**config.mk**
```make
export PLATFORM = sky130hd
export DESIGN_NAME = lnf_ctrl
export DESIGN_NICKNAME = d
export VERILOG_FILES = /design/src/rtl/core/lnf_pkg.sv /design/src/rtl/core/lnf_ctrl.sv
export SDC_FILE = /design/constraint.sdc
export NUM_CORES = 1
export LEC_CHECK = 0
export BUFFER_PORTS_ARGS = -buffer_cell sky130_fd_sc_hd__buf_4
export CAP_MARGIN = 20
export CORE_MARGIN = 2
export CORE_UTILIZATION = 45
export CTS_CLUSTER_SIZE = 24
export DETAILED_ROUTE_END_ITERATION = 6
export HOLD_SLACK_MARGIN = 0.02
export PLACE_DENSITY = 0.87
export SLEW_MARGIN = 20
export SYNTH_ARGS = -nofsm -noshare
export SYNTH_HDL_FRONTEND = slang
export SYNTH_SLANG_ARGS = --single-unit
```
**constraint.sdc**
```tcl
create_clock -name clk_i -period 2 [get_ports clk_i]
set_input_delay 0.6 -clock clk_i [delete_from_list [all_inputs] [get_ports clk_i]]
set_output_delay 0.6 -clock clk_i [all_outputs]
set_load 0.02 [all_outputs]
```
**src/rtl/core/lnf_pkg.sv**
```systemverilog
`timescale 1ns / 1ps
`default_nettype none
package lnf_pkg;

  localparam int unsigned DATA_W   = 16;
  localparam int unsigned SUM_W    = 23;
  localparam int unsigned MEAN_W   = 17;
  localparam int unsigned DIFF_W   = 18;
  localparam int unsigned SQ_W     = 32;
  localparam int unsigned VSUM_W   = 39;
  localparam int unsigned VAR_W    = 33;
  localparam int unsigned DVD_W    = 49;
  localparam int unsigned RSTD_W   = 25;
  localparam int unsigned P1_W     = 43;
  localparam int unsigned P2_W     = 60;
  localparam int unsigned YFULL_W  = 36;
  localparam int unsigned FRAC_SH  = 24;
  localparam int unsigned CFG_IDX_W = 2;

  localparam logic [CFG_IDX_W-1:0] CFG_EPSILON    = 2'd0;
  localparam logic [CFG_IDX_W-1:0] CFG_USE_GAIN   = 2'd1;
  localparam logic [CFG_IDX_W-1:0] CFG_USE_OFFSET = 2'd2;

  localparam logic [DVD_W-1:0]  RSTD_NUM = 49'h1_0000_0000_0000;
  localparam logic [RSTD_W-1:0] RSTD_MAX = 25'h100_0000;

  typedef enum logic [1:0] {
    DIV_MEAN,
    DIV_VAR,
    DIV_RSTD
  } div_sel_e;

  typedef enum logic [4:0] {
    ST_COLLECT,
    ST_MEAN_GO,
    ST_MEAN_WAIT,
    ST_V_RD,
    ST_V_DIF,
    ST_V_SQ,
    ST_V_ACC,
    ST_VDIV_GO,
    ST_VDIV_WAIT,
    ST_RDIV_GO,
    ST_RDIV_WAIT,
    ST_SQRT_GO,
    ST_SQRT_WAIT,
    ST_O_RD,
    ST_O_DIF,
    ST_O_M1,
    ST_O_M2,
    ST_O_PUSH
  } state_e;

  typedef struct packed {
    logic     in_take;
    logic     row_clr;
    logic     idx_clr;
    logic     idx_inc;
    logic     div_go;
    div_sel_e div_sel;
    logic     mean_load;
    logic     vsum_clr;
    logic     diff_load;
    logic     sq_load;
    logic     vsum_acc;
    logic     v_load;
    logic     sqrt_go;
    logic     rstd_load;
    logic     rstd_max;
    logic     p1_load;
    logic     p2_load;
    logic     out_load;
  } cmd_t;

  typedef struct packed {
    logic div_busy;
    logic sqrt_busy;
    logic idx_last;
    logic v_zero;
    logic out_free;
  } status_t;

endpackage
`default_nettype wire

```
**src/rtl/core/lnf_ctrl.sv**
```systemverilog
`timescale 1ns / 1ps
`default_nettype none
module lnf_ctrl (
  input  wire logic             clk_i,
  input  wire logic             rst_ni,
  input  wire logic             in_valid_i,
  input  wire logic             in_last_i,
  output logic                  in_ready_o,
  input  wire lnf_pkg::status_t status_i,
  output lnf_pkg::cmd_t         cmd_o
);

  lnf_pkg::state_e state_q, state_d;
  logic            take;

  assign take = (state_q == lnf_pkg::ST_COLLECT) && in_valid_i;

  always_comb begin
    state_d = state_q;
    unique case (state_q)
      lnf_pkg::ST_COLLECT:   if (take && in_last_i) state_d = lnf_pkg::ST_MEAN_GO;
      lnf_pkg::ST_MEAN_GO:   state_d = lnf_pkg::ST_MEAN_WAIT;
      lnf_pkg::ST_MEAN_WAIT: if (!status_i.div_busy) state_d = lnf_pkg::ST_V_RD;
      lnf_pkg::ST_V_RD:      state_d = lnf_pkg::ST_V_DIF;
      lnf_pkg::ST_V_DIF:     state_d = lnf_pkg::ST_V_SQ;
      lnf_pkg::ST_V_SQ:      state_d = lnf_pkg::ST_V_ACC;
      lnf_pkg::ST_V_ACC: begin
        state_d = status_i.idx_last ? lnf_pkg::ST_VDIV_GO : lnf_pkg::ST_V_RD;
      end
      lnf_pkg::ST_VDIV_GO:   state_d = lnf_pkg::ST_VDIV_WAIT;
      lnf_pkg::ST_VDIV_WAIT: if (!status_i.div_busy) state_d = lnf_pkg::ST_RDIV_GO;
      lnf_pkg::ST_RDIV_GO: begin
        state_d = status_i.v_zero ? lnf_pkg::ST_O_RD : lnf_pkg::ST_RDIV_WAIT;
      end
      lnf_pkg::ST_RDIV_WAIT: if (!status_i.div_busy) state_d = lnf_pkg::ST_SQRT_GO;
      lnf_pkg::ST_SQRT_GO:   state_d = lnf_pkg::ST_SQRT_WAIT;
      lnf_pkg::ST_SQRT_WAIT: if (!status_i.sqrt_busy) state_d = lnf_pkg::ST_O_RD;
      lnf_pkg::ST_O_RD:      state_d = lnf_pkg::ST_O_DIF;
      lnf_pkg::ST_O_DIF:     state_d = lnf_pkg::ST_O_M1;
      lnf_pkg::ST_O_M1:      state_d = lnf_pkg::ST_O_M2;
      lnf_pkg::ST_O_M2:      state_d = lnf_pkg::ST_O_PUSH;
      lnf_pkg::ST_O_PUSH: begin
        if (status_i.out_free) begin
          state_d = status_i.idx_last ? lnf_pkg::ST_COLLECT : lnf_pkg::ST_O_RD;
        end
      end
      default:               state_d = lnf_pkg::ST_COLLECT;
    endcase
  end

  always_comb begin
    cmd_o         = '0;
    cmd_o.div_sel = lnf_pkg::DIV_MEAN;
    in_ready_o    = 1'b0;
    unique case (state_q)
      lnf_pkg::ST_COLLECT: begin
        in_ready_o    = 1'b1;
        cmd_o.in_take = take;
      end
      lnf_pkg::ST_MEAN_GO: begin
        cmd_o.div_go   = 1'b1;
        cmd_o.idx_clr  = 1'b1;
        cmd_o.vsum_clr = 1'b1;
      end
      lnf_pkg::ST_MEAN_WAIT: cmd_o.mean_load = !status_i.div_busy;
      lnf_pkg::ST_V_RD:      ;
      lnf_pkg::ST_V_DIF:     cmd_o.diff_load = 1'b1;
      lnf_pkg::ST_V_SQ:      cmd_o.sq_load = 1'b1;
      lnf_pkg::ST_V_ACC: begin
        cmd_o.vsum_acc = 1'b1;
        cmd_o.idx_inc  = !status_i.idx_last;
      end
      lnf_pkg::ST_VDIV_GO: begin
        cmd_o.div_go  = 1'b1;
        cmd_o.div_sel = lnf_pkg::DIV_VAR;
        cmd_o.idx_clr = 1'b1;
      end
      lnf_pkg::ST_VDIV_WAIT: begin
        cmd_o.div_sel = lnf_pkg::DIV_VAR;
        cmd_o.v_load  = !status_i.div_busy;
      end
      lnf_pkg::ST_RDIV_GO: begin
        cmd_o.div_sel  = lnf_pkg::DIV_RSTD;
        cmd_o.div_go   = !status_i.v_zero;
        cmd_o.rstd_max = status_i.v_zero;
      end
      lnf_pkg::ST_RDIV_WAIT: cmd_o.div_sel = lnf_pkg::DIV_RSTD;
      lnf_pkg::ST_SQRT_GO:   cmd_o.sqrt_go = 1'b1;
      lnf_pkg::ST_SQRT_WAIT: cmd_o.rstd_load = !status_i.sqrt_busy;
      lnf_pkg::ST_O_RD:      ;
      lnf_pkg::ST_O_DIF:     cmd_o.diff_load = 1'b1;
      lnf_pkg::ST_O_M1:      cmd_o.p1_load = 1'b1;
      lnf_pkg::ST_O_M2:      cmd_o.p2_load = 1'b1;
      lnf_pkg::ST_O_PUSH: begin
        cmd_o.out_load = status_i.out_free;
        cmd_o.row_clr  = status_i.out_free && status_i.idx_last;
        cmd_o.idx_inc  = status_i.out_free && !status_i.idx_last;
      end
      default:               ;
    endcase
  end

  always_ff @(posedge clk_i or negedge rst_ni) begin
    if (!rst_ni) begin
      state_q <= lnf_pkg::ST_COLLECT;
    end else begin
      state_q <= state_d;
    end
  end

endmodule
`default_nettype wire

```
==> summary.txt, run 1 <==
Placement
  – Port bufs: 28
  – Dpl cell area: 908 um^2
  – GPL Wtd Cong: 0.892
  – Hpwl dp: 1620 um

Yosys
  – Fraction of registers with async set/reset: 100%
  – Register area share after synthesis: 20.0%
  – Yosys warns: 0
  – Mapped cell area: 626 um^2
  – Synth unique cells: 35
  – Syn Nets: ~100
  – Mean area per synthesized cell: approximately 6.6 um^2
  – Main flop type after synthesis: dfrtp_1
  – Number of synthesized flops with an enable pin: 0
  – Yosys reg bits: 5
  – Gate Count Post-Synth: 95

Status
  – Error message: [ERROR DPL-0038] Utilization greater than 100%, impossible to legalize
  – Stop stage: global routing (5_1_grt)
  – Status: stopped before the end

Floorplan
  – # rows: 13
  – Die Height: 41.3 um
  – Overall die width: 41.3 um
  – Starting density of the core: 48.1%
  – IO Count: 29

CTS
  – Maximum clock insertion buffer count: 2
  – Root Buffer: clkbuf_4
  – H-tree depth: 1
  – Clk sink count: 5
  – CTS Buf Count: 3

Timing
  – Worst endpoint, post-GRT repair: cmd_o[14]
  – Worst End Pin Type: output port

GRT
  – Pin count of the biggest net entering global routing: 13
cell families after synthesis:
family          after synthesis  synth area share, %
simple gates                 56                 47.8
flops                         5                 20.0
xor+xnor                      1                 1.40
buf+inv                      10                 7.60
compound gates               23                 23.2
cells in the mapped netlist (3+ instances only):
library cell / instances / area share [%]
and3_1: 3 / 3.0
nor3_1: 4 / 3.2
nand2_1: 11 / 6.6
nand2b_1: 5 / 5.0
a31oi_1: 3 / 3.0
o21ai_0: 3 / 2.4
buf_2: 5 / 4.0
nor2_1: 14 / 8.4
nand4_1: 3 / 3.0
dfrtp_1: 5 / 20
a21oi_1: 6 / 4.8
stage by stage:
step	setup WS (ns)	std cells	setup TNS (ns)
after floorplan	-0.0177	95	-0.0192
after global placement	0.121	140	0
after detailed placement	0.0532	140	0
after CTS	-0.122	159	-0.700
timing repair:
| item | 4_1_cts |
|---|---|
| gates resized for setup | 37 |
| buffers inserted | 17 |
| hold buffers | 0 |
| endpoints found under the setup margin | 18 |
| pin swaps | 12 |
==> inputs of run 2 (changes only) <==
--- a/config.mk
+++ b/config.mk
@@ -7,12 +7,10 @@
 export LEC_CHECK = 0
 export BUFFER_PORTS_ARGS = -buffer_cell sky130_fd_sc_hd__buf_4
 export CAP_MARGIN = 20
-export CORE_MARGIN = 2
-export CORE_UTILIZATION = 45
-export CTS_CLUSTER_SIZE = 24
+export CORE_AREA = 2 2 63 65
 export DETAILED_ROUTE_END_ITERATION = 6
-export HOLD_SLACK_MARGIN = 0.02
-export PLACE_DENSITY = 0.87
+export DIE_AREA = 0 0 65 67
+export PLACE_DENSITY_LB_ADDON = 0.15
 export SLEW_MARGIN = 20
 export SYNTH_ARGS = -nofsm -noshare
 export SYNTH_HDL_FRONTEND = slang
==> run 2 against run 1 <==
The flow now finishes, with violations (setup timing); area after synthesis did not move; synthesized cell count did not move.
==> summary.txt, run 2 <==
Yosys
  – Gate Count Post-Synth: 95 (unchanged)
  – Register area share after synthesis: 20.0% (unchanged)
  – Main flop type after synthesis: dfrtp_1
  – Syn Nets: 104 (unchanged)
  – Most common cell in the netlist: nor2_1
  – Yosys warns: 0 (unchanged)
  – Mean area per synthesized cell: 6.59 um^2 (unchanged)
  – Number of synthesized flops with an enable pin: 0 (unchanged)
  – Post-synth top area cell: dfrtp_1
  – Mapped cell area: 626 um^2 (unchanged)
  – Yosys reg bits: 5 (unchanged)
  – Synth unique cells: 35 (unchanged)
  – Top post-synthesis cells by area: dfrtp_1 (20%), nor2_1 (8.4%), nand2_1 (6.6%)
  – Synth top cells by count: nor2_1 (14), nand2_1 (11), a21oi_1 (6)
  – Fraction of registers with async set/reset: 100% (unchanged)
  – Post-synth top area share: 20.0% (unchanged)

Layout
  – Final #Nets: 147
  – Final non-filler cell area: between 1000 and 1500 um^2
  – Area growth from synthesis to layout: 79.2%
  – Diodes inserted: 0
  – Top reg by flops: state_q
  – Largest register FFs: 5
  – Most common cell after layout, fill and taps aside: buf_4
  – Most frequent cells in the layout: buf_4 (44), nor2_1 (12), nand2_1 (10), a21oi_1 (6), dfrtp_2 (5)
  – Filler instances: 390
  – Share of cells above drive strength 1: 51.8%
  – Largest registers: state_q x5

Timing
  – Number of max-slew violations in the final report: 0
  – Clock skew: 0.00310 ns
  – Tmin final: between 2 and 2.5 ns
  – Rel. slew slack: approximately four fifths
  – RSZ-0062 raised after global routing: true
  – Tightest Pin Transition: 0.304 ns
  – Fin. Hold Viols: 0
  – Setup-failing EPs final: 6
  – Tcrit/Tclk final: 105%
  – Worst Setup Slack, final: -0.0949 ns
  – Setup TNS: -0.288 ns
  – Maximum clock rate: 477 MHz

Status
  – Failing checks: setup timing
  – Status: complete, but fails checks

CTS
  – CTS tree: done
  – Reg clk slew, reported paths: 0.04 ns
  – Root Buffer: clkbuf_8
  – CTS Buf Count: 3 (unchanged)
  – H-tree depth: 1 (unchanged)
  – Clock Latency Late Sink: 0.22 ns
  – Clk sink count: 5 (unchanged)
  – Maximum clock insertion buffer count: 2 (unchanged)
  – CTS hold repair buffers: 0 (unchanged)

Placement
  – GPL Wtd Cong: 0.819 (-8.1%)
  – Hpwl dp: 1850 um (+15%)
  – Port bufs: 28 (unchanged)
  – DP Worst Slack: 0.0586 ns (+0.00535 ns)
  – Dpl cell area: 957 um^2 (+5.4%)

Setup path
  – Reg2Reg Depth: 7
  – Worst EP required: 1.40 ns
  – Worst setup SP type: flop
  – Signal arrival time at the worst endpoint: 1.49 ns
  – CP Class: flop to output pin
  – CP Capture Type: output pin
  – Max FO, Critical Path: 8

GRT
  – Global-route wire length before repair: 4280 um
  – Pin count of the biggest net entering global routing: 12
  – Grt ovf: 0
  – Number of global-route vias before repair: around 860
  – Initial antenna violation count: 0
  – GR Util All Layers: 12.7%

Flow run
  – Max_cap viols: 0

Floorplan
  – Die area: 4360 um^2
  – # rows: 22 (+9)
  – Overall die width: 65 um (+57%)
  – IO Count: 29 (unchanged)
  – Starting density of the core: 17.3% (-31 points)
  – Placeable Area: 3610 um^2
  – Die Height: 67 um (+62%)

Detailed routing
  – Wire length per cell: between 10 and 15 um
  – Post-DRT Antenna Nets: 0
  – TritonRoute pass-1 iters: 4
  – Routed WL: approximately 2600 um
  – DR DRC count: 0
  – 1st-iter DRT viols: 35
  – Via density: 4.76
  – Via count: 880

Power and ir drop
  – Pleak: 0.485 nW
  – Post-layout power: 1.75 mW
  – PD cells: 1560 nW/um^2
  – Peak supply drop: 0.382 mV

Min path
  – Worst min-delay path class: primary input to asynchronous set/reset pin
run 2: worst paths after layout:
path | startpoint | end | slack (ns)
min in group clk_i | state_q[3] | state_q[3] | 0.58
setup reg to reg | state_q[1] | state_q[2] | 0.37
max in group asynchronous | rst_ni | state_q[3] | 1.71
hold reg to reg | state_q[3] | state_q[3] | 0.58
hold / removal | rst_ni | state_q[0] | 0.17
setup / recovery | state_q[1] | cmd_o[18] | -0.09
run 2: layout make-up:
class                           instances  area (um^2)  share of cell area [%]
Tap cell                               48         60.1                    5.36
Inverter                                2         10.0                   0.893
Sequential cell                         5          131                    11.7
Timing Repair Buffer                   46          353                    31.5
Clock buffer                            4         45.0                    4.02
Multi-Input combinational cell         80          522                    46.5
run 2: worst max-delay path, cell delays in order, from the launching register on:
cell	delay (ns)
dfrtp_2	0.46
or3_4	0.41
nor3_4	0.13
and2_4	0.16
buf_6	0.11
run 2: repair_timing:
action / in CTS / in global routing
buffers inserted: 3 / 5
gates resized for setup: 9 / 14
setup endpoints to repair: 15 / 19
pin swaps: 0 / 3
run 2: cell families after synthesis:
logic type | synth area share (%)
AO/OA/AOI/OAI | 23.2
XOR/XNOR | 1.40
buffers and inverters | 7.60
flip-flops | 20.0
AND/OR/NAND/NOR | 47.8
run 2: routing by layer:
layer / vias up / wire (um) / GRT usage (%) / part of all wire (%)
met1: 416 / 1190 / 17.1 / 45
met5: - / 0 / 0 / 0
met3: 2 / 186 / 2.36 / 7.1
met4: 0 / 19 / 4.79 / 0.73
met2: 36 / 1220 / 20.0 / 47
li1: 426 / - / - / -
run 2: power breakdown:
| group | switching [mW] | internal [mW] |
|---|---|---|
| Combinational | 0.731 | 0.594 |
| Clock | 0.0488 | 0.137 |
| Sequential | 0.0878 | 0.153 |
run 2: through the flow:
stage / hold WS (ns) / cells / util, %
6_report: 0.172 / 185 / 31.1
5_1_grt: 0.174 / 185 / 31.1
4_1_cts: 0.170 / 181 / 29.1
3_5_place_dp: 0.404 / 174 / 26.5
3_3_place_gp: 0.404 / 174 / 26.5
2_1_floorplan: 0.304 / 95 / -
No activity file was read; power rests on OpenSTA's default activity.
==> inputs of run 3 (changes only) <==
--- a/config.mk
+++ b/config.mk
@@ -5,7 +5,7 @@
 export SDC_FILE = /design/constraint.sdc
 export NUM_CORES = 1
 export LEC_CHECK = 0
-export BUFFER_PORTS_ARGS = -buffer_cell sky130_fd_sc_hd__buf_4
+export BUFFER_PORTS_ARGS = -buffer_cell sky130_fd_sc_hd__buf_2
 export CAP_MARGIN = 20
 export CORE_AREA = 2 2 63 65
 export DETAILED_ROUTE_END_ITERATION = 6
==> run 3 against run 2 <==
The flow still finishes with violations (setup timing); clock skew hardly changed; clock power hardly changed; setup slack got worse by 0.023 ns; critical path depth unchanged; combinational power hardly changed; cell count fell by 1.1%; cell area shrank 5.0%; maximum frequency is 1.1% lower; die area did not move; core utilization decreased by 1.6 points; non-clock buffer count is 2 lower; sequential share of layout area grew 0.50 points; critical path type unchanged; largest power group unchanged; highest routed layer unchanged.
==> summary.txt, run 3 (synthesis gave the netlist of run 2 again) <==
Flow run
  – Max_cap viols: 0 (unchanged)

Detailed routing
  – Post-DRT Antenna Nets: 0 (unchanged)
  – TritonRoute pass-1 iters: 4 (unchanged)
  – Via count: 882 (+0.23%)
  – Via density: 4.82 (+1.3%)
  – 1st-iter DRT viols: 43 (+23%)
  – Wire length per cell: 13.5 um (-4.3%)
  – Routed WL: 2470 um (-5.3%)
  – DR DRC count: 0 (unchanged)

Layout
  – Area growth from synthesis to layout: 70.2%
  – Filler instances: 407 (+4.4%)
  – Diodes inserted: 0 (unchanged)
  – Share of cells above drive strength 1: 46.7% (-5.2 points)
  – Multi-input logic area: 522 um^2 (unchanged)
  – Top reg by flops: state_q
  – Final #Nets: 145 (-1.4%)
  – Most frequent cells in the layout: buf_2 (20), buf_4 (17), nor2_1 (12), nand2_1 (11)
  – Largest registers: state_q x5
  – Largest register FFs: 5 (unchanged)
  – Finished Layout Cells: 183 (-1.1%)
  – Most common cell after layout, fill and taps aside: buf_2
  – Reg area: 130 um^2 (-0.95%)

Timing
  – Clock skew: 0.00290 ns (-0.000195 ns)
  – Fin. Hold Viols: 0 (unchanged)
  – Rel. slew slack: 81.4% (+1.8 points)
  – Number of max-slew violations in the final report: 0 (unchanged)
  – Worst Setup Slack, final: -0.117 ns (-0.0225 ns)
  – Setup-failing EPs final: 7 (+1)
  – Tmin final: 2.12 ns (+0.0225 ns)
  – Setup TNS: -0.440 ns (-0.152 ns)
  – Tightest Pin Transition: 0.277 ns (-0.0270 ns)
  – Tcrit/Tclk final: 106% (+1.1 points)
  – Maximum clock rate: 472 MHz (-1.1%)
  – Hold_ws: 0.184 ns (+0.0120 ns)
  – RSZ-0062 raised after global routing: true

Power and ir drop
  – Pleak: 0.488 nW (+0.48%)
  – PD cells: 1620 nW/um^2 (+3.9%)
  – Peak supply drop: 0.407 mV (+6.6%)
  – Post-layout power: 1.73 mW (-1.3%)

CTS
  – CTS tree: done
  – Root Buffer: clkbuf_8
  – CTS Buf Count: 3 (unchanged)
  – Clock Latency Late Sink: 0.22 ns (about the same)
  – H-tree depth: 1 (unchanged)
  – CTS hold repair buffers: 0 (unchanged)
  – Reg clk slew, reported paths: 0.04 ns (about the same)
  – Clk sink count: 5 (unchanged)
  – Maximum clock insertion buffer count: 2 (unchanged)

Setup path
  – CP cell instances: or3_4, nor3_4, and2_4, buf_6
  – Slowest-stage cell, CP: dfrtp_2
  – Max FO, Critical Path: 5 (-3)
  – Worst stage delay on the critical path: 0.44 ns (-0.02 ns)
  – CP Class: flop to output pin
  – CP Capture Type: output pin
  – Signal arrival time at the worst endpoint: 1.52 ns (+0.03 ns)
  – Worst setup SP type: flop
  – Worst EP required: 1.40 ns (about the same)

Floorplan
  – Starting density of the core: 17.3% (unchanged)
  – IO Count: 29 (unchanged)
  – Overall die width: 65 um (unchanged)
  – Die area: 4360 um^2 (unchanged)
  – # rows: 22 (unchanged)
  – Die Height: 67 um (unchanged)
  – Placeable Area: 3610 um^2 (unchanged)

GRT
  – Pin count of the biggest net entering global routing: 14 (+2)
  – Number of global-route vias before repair: 862 (+0.58%)
  – Global-route wire length before repair: 3980 um (-6.9%)
  – GR Util All Layers: 11.9% (-0.82 points)
  – Grt ovf: 0 (unchanged)
  – Initial antenna violation count: 0 (unchanged)

Placement
  – GPL Wtd Cong: 0.815 (-0.51%)
  – Placed insts: 174 (unchanged)
  – DP Worst Slack: 0.0289 ns (-0.0297 ns)
  – Port bufs: 28 (unchanged)
  – Hpwl dp: 1850 um (-0.33%)

Min path
  – Worst min-delay path class: primary input to asynchronous set/reset pin

Status
  – Failing checks: setup timing
  – Status: complete, but fails checks
-- run 3: cell count changes in the layout (fill, tap and decap cells not counted), moves of 2 or more --
| cell | delta |
|---|---|
| buf_2 | +20 |
| buf_4 | -27 |
| buf_6 | +4 |
| nand2b_4 | +2 |
-- run 3: path summary, 6_finish.rpt --
| check | startpoint | end | slack, ns | cells past startpoint |
|---|---|---|---|---|
| worst max-delay path | state_q[2] | cmd_o[18] | -0.12 | 4 |
| worst min-delay path | rst_ni | state_q[1] | 0.18 | 1 |
| worst max register to register | state_q[3] | state_q[2] | 0.45 | 6 |
| worst min register to register | state_q[4] | state_q[1] | 0.61 | 1 |
| max in group asynchronous | rst_ni | state_q[4] | 1.67 | 1 |
| min in group clk_i | state_q[4] | state_q[1] | 0.61 | 1 |
-- run 3: critical path: cells and delay by family, from the launching register on --
| kind | cells | cell delay (ns) |
|---|---|---|
| simple gates | 3 | 0.76 |
| buf+inv | 1 | 0.11 |
| flops | 1 | 0.44 |
-- run 3: where the power goes --
part           switching (mW)  internal [mW]
combinational           0.739          0.576
clock                  0.0477          0.137
sequential             0.0775          0.150
total                   0.865          0.863
-- run 3: area by class of cell --
class | count | area share (%)
Multi-Input combinational cell | 80 | 49.0
Timing Repair Buffer | 44 | 28.2
Sequential cell | 5 | 12.2
Tap cell | 48 | 5.64
Clock buffer | 4 | 4.23
Inverter | 2 | 0.705
-- run 3: repair_timing --
action,CTS,global route
endpoints found under the setup margin,20,20
endpoints found under the hold margin,0,0
resized for setup,14,13
setup buffers,3,3
-- run 3: stage by stage --
step / instance area (um^2) / util [%]
4_1_cts: 993 / 27.6
6_report: 1060 / 29.5
3_5_place_dp: 887 / 24.6
3_3_place_gp: 887 / 24.6
5_1_grt: 1060 / 29.5
2_1_floorplan: 644 / -
-- run 3: layer usage --
metal,track usage [%],vias to the layer above,share of wire (%)
li1,-,430,-
met1,15.6,413,47
met2,19.2,33,46
met3,1.18,6,5.4
met4,6.12,0,1.8
met5,0,-,0
==> inputs of run 4 (changes only) <==
==> constraint.sdc (replaced) <==
create_clock -name clk_i -period 2.1 [get_ports clk_i]
set_input_delay 0.63 -clock clk_i [delete_from_list [all_inputs] [get_ports clk_i]]
set_output_delay 0.63 -clock clk_i [all_outputs]
set_load 0.01 [all_outputs]
==> run 4 against run 3 <==
The run still ends with setup timing left; power down 19%; worst hold slack gained 0.032 ns; die area unchanged; combinational power down 26%; sequential power rose by 5%; flip-flop and latch count unchanged; via count down 5.9%; register-to-register slack worse by 0.03 ns; clock-buffer cell count did not move; wire length is 8.1% lower.
==> summary.txt, run 4 (synthesis gave the netlist of run 2 again) <==
Timing
  – Setup-failing EPs final: 1 (-6)
  – Fin. Hold Viols: 0 (unchanged)
  – Tcrit/Tclk final: 100%
  – Worst Setup Slack, final: -0.00873 ns (+0.109 ns)
  – RSZ-0062 raised after global routing: true
  – Tmin final: 2.11 ns
  – Tightest Pin Transition: 0.298 ns (+0.0212 ns)
  – Clock skew: 0.00283 ns (-0.0000768 ns)
  – Number of max-slew violations in the final report: 0 (unchanged)
  – Rel. slew slack: 80.0% (-1.4 points)
  – Maximum clock rate: 474 MHz

Flow run
  – Max_cap viols: 0 (unchanged)

Floorplan
  – Starting density of the core: 17.3% (unchanged)
  – # rows: 22 (unchanged)
  – Die area: 4360 um^2 (unchanged)
  – IO Count: 29 (unchanged)
  – Overall die width: 65 um (unchanged)
  – Placeable Area: 3610 um^2 (unchanged)
  – Die Height: 67 um (unchanged)

Power and ir drop
  – Pleak: 0.437 nW (-10%)
  – Peak supply drop: 0.526 mV (+29%)
  – Post-layout power: 1.40 mW (-19%)
  – PD cells: 1470 nW/um^2 (-9.3%)

Detailed routing
  – Wire length per cell: 12.8 um (-5.5%)
  – DR DRC count: 0 (unchanged)
  – TritonRoute pass-1 iters: 4 (unchanged)
  – Routed WL: 2270 um (-8.1%)
  – 1st-iter DRT viols: 41 (-4.7%)
  – Post-DRT Antenna Nets: 0 (unchanged)
  – Via count: 830 (-5.9%)
  – Via density: 4.66 (-3.3%)

GRT
  – GR Util All Layers: 10.7% (-1.2 points)
  – Global-route wire length before repair: 3550 um (-11%)
  – Initial antenna violation count: 0 (unchanged)
  – Number of global-route vias before repair: 737 (-15%)
  – Grt ovf: 0 (unchanged)
  – Pin count of the biggest net entering global routing: 15 (+1)

Setup path
  – CP cell instances: or3_4, nor3_4, and2_1, buf_2
  – Max FO, Critical Path: 7 (+2)
  – Reg2Reg Launch Point: state_q[2]
  – Worst stage delay on the critical path: 0.45 ns (about the same)
  – Slowest-stage cell, CP: dfrtp_2
  – Worst EP required: 1.47 ns (+0.07 ns)
  – Register-to-register setup slack: 0.42 ns (-0.03 ns)
  – Reg2Reg Depth: 7 (+1)
  – Worst flop-to-flop path endpoint: state_q[2]
  – Worst setup SP type: flop
  – CP Class: flop to output pin
  – CP Capture Type: output pin
  – Signal arrival time at the worst endpoint: 1.48 ns (-0.04 ns)

Status
  – Status: complete, but fails checks
  – Failing checks: setup timing

Min path
  – Worst min-delay path class: primary input to asynchronous set/reset pin

Placement
  – Port bufs: 28 (unchanged)
  – GPL Wtd Cong: 0.814 (about the same)
  – DP Worst Slack: 0.131 ns (+0.102 ns)
  – Hpwl dp: 1760 um (-4.9%)

CTS
  – Clock Latency Late Sink: 0.22 ns (about the same)
  – CTS Buf Count: 3 (unchanged)
  – Root Buffer: clkbuf_8
  – Maximum clock insertion buffer count: 2 (unchanged)
  – Clk sink count: 5 (unchanged)
  – Reg clk slew, reported paths: 0.04 ns (about the same)
  – CTS tree: done
  – H-tree depth: 1 (unchanged)

Layout
  – Most frequent cells in the layout: buf_2 (28), nor2_1 (12), nand2_1 (11), buf_4 (11), a21oi_1 (6)
  – Share of cells above drive strength 1: 43.8% (-2.8 points)
  – Diodes inserted: 0 (unchanged)
  – Final core occ: 26.3% (-3.2 points)
  – Largest registers: state_q x5
  – Most common cell after layout, fill and taps aside: buf_2
  – Largest register FFs: 5 (unchanged)
  – Top reg by flops: state_q
  – Area growth from synthesis to layout: 51.6%
  – Final #Nets: 140 (-3.4%)
## run 4: worst max path at each step
stage / start / end / slack (ns)
2_1_floorplan: state_q[2] / cmd_o[18] / 0.22
3_3_place_gp: state_q[2] / cmd_o[15] / 0.13
3_5_place_dp: state_q[2] / cmd_o[15] / 0.13
4_1_cts: state_q[0] / cmd_o[18] / -0.01
5_1_grt: state_q[1] / cmd_o[18] / -0.06
6_report: state_q[1] / cmd_o[18] / -0.009
## run 4: final cells by class
| cell class | count | area, um^2 |
|---|---|---|
| Timing Repair Buffer | 39 | 223 |
| Sequential cell | 5 | 131 |
| Multi-Input combinational cell | 80 | 479 |
| Clock buffer | 4 | 45.0 |
| Fill cell | 421 | 2660 |
| Tap cell | 48 | 60.1 |
| Inverter | 2 | 10.0 |
## run 4: through the flow
step / std cells / hold WS [ns] / instance area, um^2 / TNS (ns)
after floorplan: 95 / 0.334 / 626 / 0
after global placement: 171 / 0.451 / 846 / 0
after detailed placement: 171 / 0.451 / 846 / 0
after CTS: 177 / 0.217 / 920 / -0.0107
after global routing: 178 / 0.218 / 948 / -0.115
final: 178 / 0.216 / 948 / -0.00873
## run 4: what timing repair did
action / in CTS / in global routing
pin swaps: 1 / 0
gates resized for setup: 6 / 8
endpoints found under the setup margin: 8 / 8
hold buffers: 0 / 0
buffers inserted: 2 / 1
## run 4: power by group
part           leakage [nW]  internal, mW  switching [mW]  total (mW)
sequential           0.0575         0.145          0.0949       0.240
clock                0.0228         0.130          0.0454       0.176
combinational         0.356         0.440           0.540       0.980
total                 0.437         0.716           0.680        1.40
## run 4: critical path: cells and delay by family, from the launching register on
family / cells / cell delay, ns
buf+inv: 1 / 0.12
flops: 1 / 0.45
simple gates: 3 / 0.69
## run 4: layer usage
| metal | vias to the layer above | GRT usage, % | share of wire, % |
|---|---|---|---|
| met5 | - | 0 | 0 |
| met4 | 0 | 3.46 | 1.0 |
| met3 | 3 | 2.53 | 7.0 |
| met2 | 32 | 16.2 | 41 |
| met1 | 379 | 14.8 | 51 |
| li1 | 416 | - | - |
